File: src/hw/rtl/hm74_pkg.sv
// ----------------------------------------------------------------------------
// hm74_pkg
// Shared types and Hamming(7,4) helper functions for the packed codec.
// ----------------------------------------------------------------------------
package hm74_pkg;

  localparam int BufW   = 21;  // pending bit store
  localparam int CntW   = 5;   // pending bit count
  localparam int MaxRes = 3;   // max result beats per input beat

  localparam logic MODE_ENCODE = 1'b0;
  localparam logic MODE_DECODE = 1'b1;

  // stream state carried between beats
  typedef struct packed {
    logic [BufW-1:0] bits;
    logic [CntW-1:0] cnt;
    logic [3:0]      held_nib;
    logic            held;
    logic            err;
  } hm74_state_t;

  // one result beat
  typedef struct packed {
    logic [7:0] data;
    logic       last;
    logic       corr;
  } hm74_res_t;

  // all results of one input beat, entry 0 goes out first
  typedef struct packed {
    hm74_res_t [MaxRes-1:0] ent;
    logic [1:0]             n;
  } hm74_batch_t;

  typedef struct packed {
    logic       fixed;
    logic [3:0] nib;
  } hm74_dec_t;

  // nibble d3..d0 -> p1 p2 p3 d3 d2 d1 d0
  function automatic logic [6:0] enc_nibble(input logic [3:0] d);
    logic p1, p2, p3;
    p1 = d[2] ^ d[1] ^ d[0];
    p2 = d[3] ^ d[1] ^ d[0];
    p3 = d[3] ^ d[2] ^ d[0];
    return {p1, p2, p3, d};
  endfunction

  // single-error correction; syndrome picks the bit to flip
  function automatic hm74_dec_t dec_word(input logic [6:0] cw);
    logic [2:0] syn;
    logic [6:0] flip;
    hm74_dec_t  r;
    syn = {cw[6] ^ cw[2] ^ cw[1] ^ cw[0],
           cw[5] ^ cw[3] ^ cw[1] ^ cw[0],
           cw[4] ^ cw[3] ^ cw[2] ^ cw[0]};
    case (syn)
      3'd1:    flip = 7'b001_0000;  // p3
      3'd2:    flip = 7'b010_0000;  // p2
      3'd3:    flip = 7'b000_1000;  // d3
      3'd4:    flip = 7'b100_0000;  // p1
      3'd5:    flip = 7'b000_0100;  // d2
      3'd6:    flip = 7'b000_0010;  // d1
      3'd7:    flip = 7'b000_0001;  // d0
      default: flip = 7'b000_0000;
    endcase
    r.nib   = 4'(cw ^ flip);
    r.fixed = (syn != 3'd0);
    return r;
  endfunction

endpackage

File: src/hw/rtl/hamming_7_4_packed_codec_core.sv
// ----------------------------------------------------------------------------
// hamming_7_4_packed_codec_core
// Byte-stream Hamming(7,4) encoder/decoder with bit packing.
// ----------------------------------------------------------------------------
// Encode mode (cfg mode 0) turns every input byte into two 7-bit codewords,
// high nibble first, packed MSB first into output bytes; in_tlast flushes a
// partial byte with zero padding and marks the final output beat with tlast.
// Decode mode (mode 1) unpacks 7-bit groups, corrects one bit error per word,
// and repacks nibbles into bytes; leftover bits and an odd nibble are dropped
// at in_tlast. Throughput: an input beat enters the input register each
// cycle when the result register can take its batch; encode makes one to
// three output beats per input beat (in steady state 7 beats per 4 bytes,
// limited by the one-beat-per-cycle output port), decode makes at most one,
// so decode runs at 1 byte/cycle unless the output stalls. An accepted beat
// goes through the input register, then the result register. A cfg write
// sets mode and clears stream state; do it only while idle.
// ----------------------------------------------------------------------------
module hamming_7_4_packed_codec_core (
  input  logic       clk,
  input  logic       rst_n,
  // config
  input  logic       cfg_wr_en,
  input  logic       cfg_wr_data,   // mode
  // input stream
  input  logic       in_tvalid,
  output logic       in_tready,
  input  logic [7:0] in_tdata,      // [7:0] in_byte
  input  logic       in_tlast,      // in_last
  // result stream
  output logic       out_tvalid,
  input  logic       out_tready,
  output logic [7:0] out_tdata,     // [7:0] out_byte
  output logic       out_tlast,     // out_last
  output logic       out_tuser      // [0] corrected
);

  logic                  mode_r;
  hm74_pkg::hm74_state_t st_r, st_nxt;

  // input register
  logic       in_v_r;
  logic [7:0] in_data_r;
  logic       in_last_r;

  hm74_pkg::hm74_batch_t batch;
  hm74_pkg::hm74_res_t   head;
  logic                  q_free;
  logic                  advance;
  logic                  in_fire;
  logic                  out_fire;

  assign in_fire  = in_tvalid && in_tready;
  assign out_fire = out_tvalid && out_tready;

  // a beat with no results never waits on the result register
  assign advance   = in_v_r && (q_free || (batch.n == 2'd0));
  assign in_tready = !in_v_r || advance;

  hm74_step u_step (
    .mode   (mode_r),
    .st     (st_r),
    .data   (in_data_r),
    .last   (in_last_r),
    .st_nxt (st_nxt),
    .batch  (batch)
  );

  hm74_out_q u_out_q (
    .clk   (clk),
    .rst_n (rst_n),
    .load  (advance && (batch.n != 2'd0)),
    .batch (batch),
    .pop   (out_fire),
    .head  (head),
    .valid (out_tvalid),
    .free  (q_free)
  );

  assign out_tdata = head.data;
  assign out_tlast = head.last;
  assign out_tuser = head.corr;

  always_ff @(posedge clk) begin
    if (in_fire) begin
      in_data_r <= in_tdata;
      in_last_r <= in_tlast;
    end
    if (!rst_n) begin
      in_v_r <= 1'b0;
      mode_r <= hm74_pkg::MODE_ENCODE;
      st_r   <= '0;
    end else begin
      if (in_fire) begin
        in_v_r <= 1'b1;
      end else if (advance) begin
        in_v_r <= 1'b0;
      end
      if (cfg_wr_en) begin
        mode_r <= cfg_wr_data;
        st_r   <= '0;
      end else if (advance) begin
        st_r <= st_nxt;
      end
    end
  end

  // encode keeps an even bit count below one byte
  a_enc_cnt : assert property (@(posedge clk) disable iff (!rst_n)
    (mode_r == hm74_pkg::MODE_ENCODE) |-> (!st_r.cnt[0] && (st_r.cnt < 5'd8)))
    else $error("encode pending bit count out of range");

  // decode never holds a full codeword between beats
  a_dec_cnt : assert property (@(posedge clk) disable iff (!rst_n)
    (mode_r == hm74_pkg::MODE_DECODE) |-> (st_r.cnt < 5'd7))
    else $error("decode pending bit count out of range");

  // corrected flag only appears in decode mode
  a_enc_corr : assert property (@(posedge clk) disable iff (!rst_n)
    (out_tvalid && (mode_r == hm74_pkg::MODE_ENCODE)) |-> !out_tuser)
    else $error("corrected flag set in encode mode");

  // after a beat with tlast the stream state is clean
  a_last_clr : assert property (@(posedge clk) disable iff (!rst_n)
    (advance && in_last_r && !cfg_wr_en) |=> ((st_r.cnt == 5'd0) && !st_r.held))
    else $error("stream state not cleared after last beat");

endmodule

File: src/hw/rtl/hm74_step.sv
// ----------------------------------------------------------------------------
// hm74_step
// Single-pass combinational step: stream state plus one byte gives the next
// state and up to three result beats.
// ----------------------------------------------------------------------------
module hm74_step (
  input  logic                 mode,
  input  hm74_pkg::hm74_state_t st,
  input  logic [7:0]           data,
  input  logic                 last,
  output hm74_pkg::hm74_state_t st_nxt,
  output hm74_pkg::hm74_batch_t batch
);

  // encode path
  logic [13:0]                  e_cw;
  logic [hm74_pkg::BufW-1:0]    e_bits;
  logic [hm74_pkg::CntW-1:0]    e_total;
  logic                         e_two;
  logic [hm74_pkg::CntW-1:0]    e_rem;
  logic [7:0]                   e_b0, e_b1, e_flush;
  logic                         e_do_flush;

  // decode path
  logic [hm74_pkg::BufW-1:0]    d_bits;
  logic [hm74_pkg::CntW-1:0]    d_total;
  logic                         d_two;
  logic [hm74_pkg::CntW-1:0]    d_rem;
  logic [6:0]                   d_w0;
  hm74_pkg::hm74_dec_t          d_r0, d_r1;

  assign e_cw    = {hm74_pkg::enc_nibble(data[7:4]), hm74_pkg::enc_nibble(data[3:0])};
  assign e_bits  = {st.bits[hm74_pkg::BufW-15:0], e_cw};
  assign e_total = st.cnt + hm74_pkg::CntW'(14);
  assign e_two   = (e_total >= hm74_pkg::CntW'(16));
  assign e_rem   = e_two ? e_total - hm74_pkg::CntW'(16) : e_total - hm74_pkg::CntW'(8);
  assign e_b0    = 8'(e_bits >> (e_total - hm74_pkg::CntW'(8)));
  assign e_b1    = 8'(e_bits >> (e_total - hm74_pkg::CntW'(16)));
  assign e_flush = 8'(e_bits << (hm74_pkg::CntW'(8) - e_rem));
  assign e_do_flush = last && (e_rem != '0);

  assign d_bits  = {st.bits[hm74_pkg::BufW-9:0], data};
  assign d_total = st.cnt + hm74_pkg::CntW'(8);
  assign d_two   = (d_total >= hm74_pkg::CntW'(14));
  assign d_rem   = d_two ? d_total - hm74_pkg::CntW'(14) : d_total - hm74_pkg::CntW'(7);
  assign d_w0    = 7'(d_bits >> (d_total - hm74_pkg::CntW'(7)));
  assign d_r0    = hm74_pkg::dec_word(d_w0);
  assign d_r1    = hm74_pkg::dec_word(d_bits[6:0]);

  always_comb begin
    st_nxt = st;
    batch  = '0;
    if (mode == hm74_pkg::MODE_ENCODE) begin
      st_nxt.bits = e_bits & ((hm74_pkg::BufW'(1) << e_rem) - hm74_pkg::BufW'(1));
      st_nxt.cnt  = e_rem;
      batch.ent[0].data = e_b0;
      if (e_two) begin
        batch.ent[1].data = e_b1;
        batch.ent[2].data = e_flush;
        batch.n = e_do_flush ? 2'd3 : 2'd2;
      end else begin
        batch.ent[1].data = e_flush;
        batch.n = e_do_flush ? 2'd2 : 2'd1;
      end
    end else begin
      st_nxt.bits = d_bits & ((hm74_pkg::BufW'(1) << d_rem) - hm74_pkg::BufW'(1));
      st_nxt.cnt  = d_rem;
      if (st.held) begin
        // pair completes with the first word; a second word is held
        batch.n = 2'd1;
        batch.ent[0].data = {st.held_nib, d_r0.nib};
        batch.ent[0].corr = st.err | d_r0.fixed;
        st_nxt.held     = d_two;
        st_nxt.held_nib = d_two ? d_r1.nib : 4'd0;
        st_nxt.err      = d_two & d_r1.fixed;
      end else if (d_two) begin
        batch.n = 2'd1;
        batch.ent[0].data = {d_r0.nib, d_r1.nib};
        batch.ent[0].corr = d_r0.fixed | d_r1.fixed;
        st_nxt.held     = 1'b0;
        st_nxt.held_nib = 4'd0;
        st_nxt.err      = 1'b0;
      end else begin
        st_nxt.held     = 1'b1;
        st_nxt.held_nib = d_r0.nib;
        st_nxt.err      = d_r0.fixed;
      end
    end
    if (last) begin
      case (batch.n)
        2'd1:    batch.ent[0].last = 1'b1;
        2'd2:    batch.ent[1].last = 1'b1;
        2'd3:    batch.ent[2].last = 1'b1;
        default: ;
      endcase
      st_nxt = '0;
    end
  end

endmodule

File: src/hw/rtl/hm74_out_q.sv
// ----------------------------------------------------------------------------
// hm74_out_q
// Result register: holds the beats of one step and drains one per cycle while the receiver takes them.
// ----------------------------------------------------------------------------
module hm74_out_q (
  input  logic                  clk,
  input  logic                  rst_n,
  input  logic                  load,
  input  hm74_pkg::hm74_batch_t batch,
  input  logic                  pop,
  output hm74_pkg::hm74_res_t   head,
  output logic                  valid,
  output logic                  free
);

  hm74_pkg::hm74_res_t [hm74_pkg::MaxRes-1:0] ent_r, ent_nxt;
  logic [1:0] cnt_r, cnt_nxt;

  assign head  = ent_r[0];
  assign valid = (cnt_r != 2'd0);
  // free next cycle: empty, or last beat leaving now
  assign free  = (cnt_r == 2'd0) || ((cnt_r == 2'd1) && pop);

  always_comb begin
    ent_nxt = ent_r;
    cnt_nxt = cnt_r;
    if (load) begin
      ent_nxt = batch.ent;
      cnt_nxt = batch.n;
    end else if (pop) begin
      ent_nxt = {ent_r[2], ent_r[2], ent_r[1]};
      cnt_nxt = cnt_r - 2'd1;
    end
  end

  always_ff @(posedge clk) begin
    ent_r <= ent_nxt;
    if (!rst_n) begin
      cnt_r <= 2'd0;
    end else begin
      cnt_r <= cnt_nxt;
    end
  end

endmodule

File: config.mk
export PLATFORM = sky130hd
export DESIGN_NAME = hamming_7_4_packed_codec_core
export DESIGN_NICKNAME = d
export VERILOG_FILES = /design/src/hw/rtl/hm74_pkg.sv /design/src/hw/rtl/hamming_7_4_packed_codec_core.sv /design/src/hw/rtl/hm74_step.sv /design/src/hw/rtl/hm74_out_q.sv
export SDC_FILE = /design/constraint.sdc
export NUM_CORES = 1
export LEC_CHECK = 0
export BUFFER_PORTS_ARGS = -buffer_cell sky130_fd_sc_hd__buf_4
export CORE_ASPECT_RATIO = 0.9
export CORE_UTILIZATION = 65
export CTS_BUF_LIST = sky130_fd_sc_hd__clkbuf_2 sky130_fd_sc_hd__clkbuf_4 sky130_fd_sc_hd__clkbuf_8
export CTS_CLUSTER_DIAMETER = 200
export DETAILED_ROUTE_END_ITERATION = 10
export PLACE_DENSITY = 0.87
export SYNTH_ARGS = -nofsm -noshare
export SYNTH_HDL_FRONTEND = slang
export SYNTH_SLANG_ARGS = --single-unit
File: constraint.sdc
create_clock -name clk -period 5.55 [get_ports clk]
set_input_delay 0.2775 -clock clk [delete_from_list [all_inputs] [get_ports clk]]
set_output_delay 0.2775 -clock clk [all_outputs]
set_load 0.05 [all_outputs]
==> results.json <==
{
  "cts_tree": "done",
  "pre_cts_slack_ns": 0.881,
  "relSlewSlack_pct": 24.9,
  "cts_sinks": 65,
  "yosysWarnings": 0,
  "layout_common_cells": "90 x nand2_1, 84 x nor2_1, 57 x a21oi_1",
  "nets": 875,
  "dp.cells": 962,
  "port_buffers": 26,
  "ant_nets": 0,
  "vdd_drop_max_mv": 0.181,
  "tns_ns": 0,
  "power_density_mw_per_mm2": 257,
  "grtUsageTotal_pct": 39.0,
  "drv_slew": 0,
  "hold_class": "primary input to flop",
  "use_met3_pct": 7.40,
  "overflow": 0,
  "cts_root_buf": "clkbuf_8",
  "syn_nets": 898,
  "io_pins": 27,
  "place_congestion": 0.993,
  "grt_util_met1_pct": 52.5,
  "intPower_w": 0.00110,
  "fin_cells": 978,
  "drc": 0,
  "regArea_mm2": 0.00167,
  "use_met2_pct": 62.6,
  "clock.fmax_ghz": 0.204,
  "yosysUniqueCellTypes": 80,
  "status": "finished clean",
  "start_util_pct": 67.8,
  "cp.required_ns": 5.62,
  "fp.dieH_um": 101,
  "cts_max_path_buffers": 2,
  "syn_to_final_growth_pct": 4.80,
  "tightest_slew_ns": 1.13,
  "cp-start-kind": "flop",
  "multiInputGateArea_mm2": 0.00491,
  "first_pass_iters": 8,
  "hold_slack_ns": 0.0888,
  "skew_ns": 0.0120,
  "clk_latency_ns": 0.36,
  "dp_hpwl_mm": 15.5,
  "seq_power_share_pct": 32.8,
  "p_leak_nw": 2.72,
  "path_max_fanout": 32,
  "via_per_inst": 7.31,
  "period_minus_slack_ns": 4.91,
  "finalWirelength_mm": 21.7,
  "rows": 35,
  "critPathArrivalTime_ns": 4.97,
  "post-route-period-util_pct": 88.4,
  "drt_iter0_drc": 1097,
  "fp.dieW_um": 112,
  "cts_resized": 0,
  "async_flop_share_pct": 0,
  "avgSynthCellArea_um2": 8.15,
  "timing_hold_violations_final": 0,
  "synth-seq-cells": 65,
  "dieArea_mm2": 0.0113,
  "final_common_cell": "nand2_1",
  "post-cts-setup-buffer-count": 0,
  "ys_seq_area_share_pct": 23.7,
  "power.switching_w": 0.000808,
  "setup_ws_ns": 0.644,
  "cts_hold_buf": 0,
  "critPathKind": "flop to flop",
  "grt_pass1_wl_mm": 34.2,
  "p_sw_share_pct": 42.4,
  "power_w": 0.00191,
  "cp-end-kind": "flop",
  "syn-cell-area_mm2": 0.00707,
  "antenna_found_initial": 0,
  "antenna_cells": 0,
  "nFillCells": 811,
  "synth-edff-count": 37,
  "synth_top_flop_cell": "edfxtp_1",
  "wl_per_cell_um": 22.2,
  "grt_busiest_layer": "met2",
  "grt_pass1_vias": 6435,
  "clk_pin_slew_worst_paths_ns": 0.08,
  "drive_gt1_share_pct": 13.4,
  "synth_cells": 867,
  "htreeDepth": 3,
  "rsz0062_at_grt": "false",
  "numCtsBuffers": 9,
  "setup_violations": 0,
  "coreArea_mm2": 0.0104,
  "drv_cap": 0,
  "clock_power_share_pct": 22.6,
  "num_vias": 7152,
  "grt_max_degree": 71,
  "combPwrFrac_pct": 44.6
}
-- Yosys cell counts (6+ instances only) --
| master | n | area [µm²] |
|---|---|---|
| nand2_1 | 90 | 338 |
| nand2b_1 | 11 | 68.8 |
| o21ai_1 | 7 | 35.0 |
| o21ai_0 | 38 | 190 |
| nor3_1 | 22 | 110 |
| or3_1 | 7 | 43.8 |
| o22ai_1 | 6 | 37.5 |
| xor2_1 | 23 | 201 |
| buf_2 | 11 | 55.1 |
| a211oi_1 | 14 | 105 |
| edfxtp_1 | 37 | 1110 |
| mux2i_1 | 34 | 340 |
| o31ai_1 | 6 | 45.0 |
| a21o_1 | 8 | 60.1 |
| buf_1 | 8 | 30.0 |
| mux4_2 | 16 | 360 |
| nand4_1 | 12 | 75.1 |
| buf_4 | 12 | 90.1 |
| nor2b_1 | 11 | 68.8 |
| and3_1 | 7 | 43.8 |
| o211ai_1 | 19 | 143 |
| nand3_1 | 27 | 135 |
| a22o_1 | 9 | 78.8 |
| dfxtp_1 | 28 | 561 |
| mux2_2 | 13 | 146 |
| nor2_1 | 84 | 315 |
| a22oi_1 | 15 | 113 |
| inv_1 | 20 | 75.1 |
| a21oi_1 | 57 | 285 |
| ha_1 | 16 | 200 |
| and2_1 | 9 | 56.3 |
| clkbuf_1 | 48 | 180 |
| xnor2_1 | 18 | 158 |
| a31oi_1 | 13 | 81.3 |
-- flip-flops by register name, indices dropped and copies added, names as in the netlist --
signal / flops
in_v_r: 1
u_out_q.ent_r: 18
u_out_q.cnt_r: 2
in_last_r: 1
st_r: 24
u_out_q.head: 10
mode_r: 1
in_data_r: 8
-- final timing paths --
path | start | cells after the start | end | slack (ns)
setup / recovery | st_r[7] | 12 | u_out_q.head[2] | 0.64
hold / removal | in_tdata[1] | 1 | in_data_r[1] | 0.09
setup reg to reg | st_r[7] | 12 | u_out_q.head[2] | 0.64
hold reg to reg | st_r[20] | 2 | st_r[20] | 0.53
-- routing by layer --
layer  part of all wire, %  routed length, µm
met5                     0                  0
met4                   3.5                764
met2                    45               9740
met3                    13               2740
met1                    39               8450
-- critical path, stage by stage (launching register included) --
cell       delay [ns]
dfxtp_1          0.47
buf_4            0.40
ha_1             0.62
xor2_1           0.30
buf_4            0.30
mux4_2           0.32
mux2i_1          0.38
xor2_1           0.12
o211a_2          0.33
a41oi_1          0.27
a31oi_1          0.12
a2111oi_1        0.76
o211ai_1         0.20
-- power by group through the flow --
stage          sequential (W)  combinational [W]  clock (W)
2_1_floorplan        0.000615           0.000644          0
3_3_place_gp         0.000631           0.000800          0
3_5_place_dp         0.000633           0.000821          0
4_1_cts              0.000622           0.000826   0.000425
5_1_grt              0.000629           0.000906   0.000446
6_report             0.000625           0.000851   0.000430
-- kinds of logic after synthesis --
kind of cell	Yosys count	synth area share [%]
and+or+nand+nor	310	21.1
AOI/OAI and AO/OA	256	24.9
buffers and inverters	105	6.85
muxes	67	13.5
DFF	65	23.7
xor gates and xnor gates	48	7.24
adders and majority gates	16	2.83
-- per-stage QoR --
step / area (µm²) / util [%]
4_1_cts: 7410 / 71.1
6_report: 7410 / 71.1
5_1_grt: 7410 / 71.1
3_5_place_dp: 7210 / 69.1
2_1_floorplan: 7070 / -
3_3_place_gp: 7210 / 69.1
-- cell type report --
cell class	instances	share of cell area (%)
repair buffers	48	5.03
flip-flops and latches	65	22.6
inverters	23	1.17
multi-input cells	697	66.3
well taps	129	2.18
clock inverters	7	1.05
clock buffers	9	1.67
(Power assumes the default switching activity.)
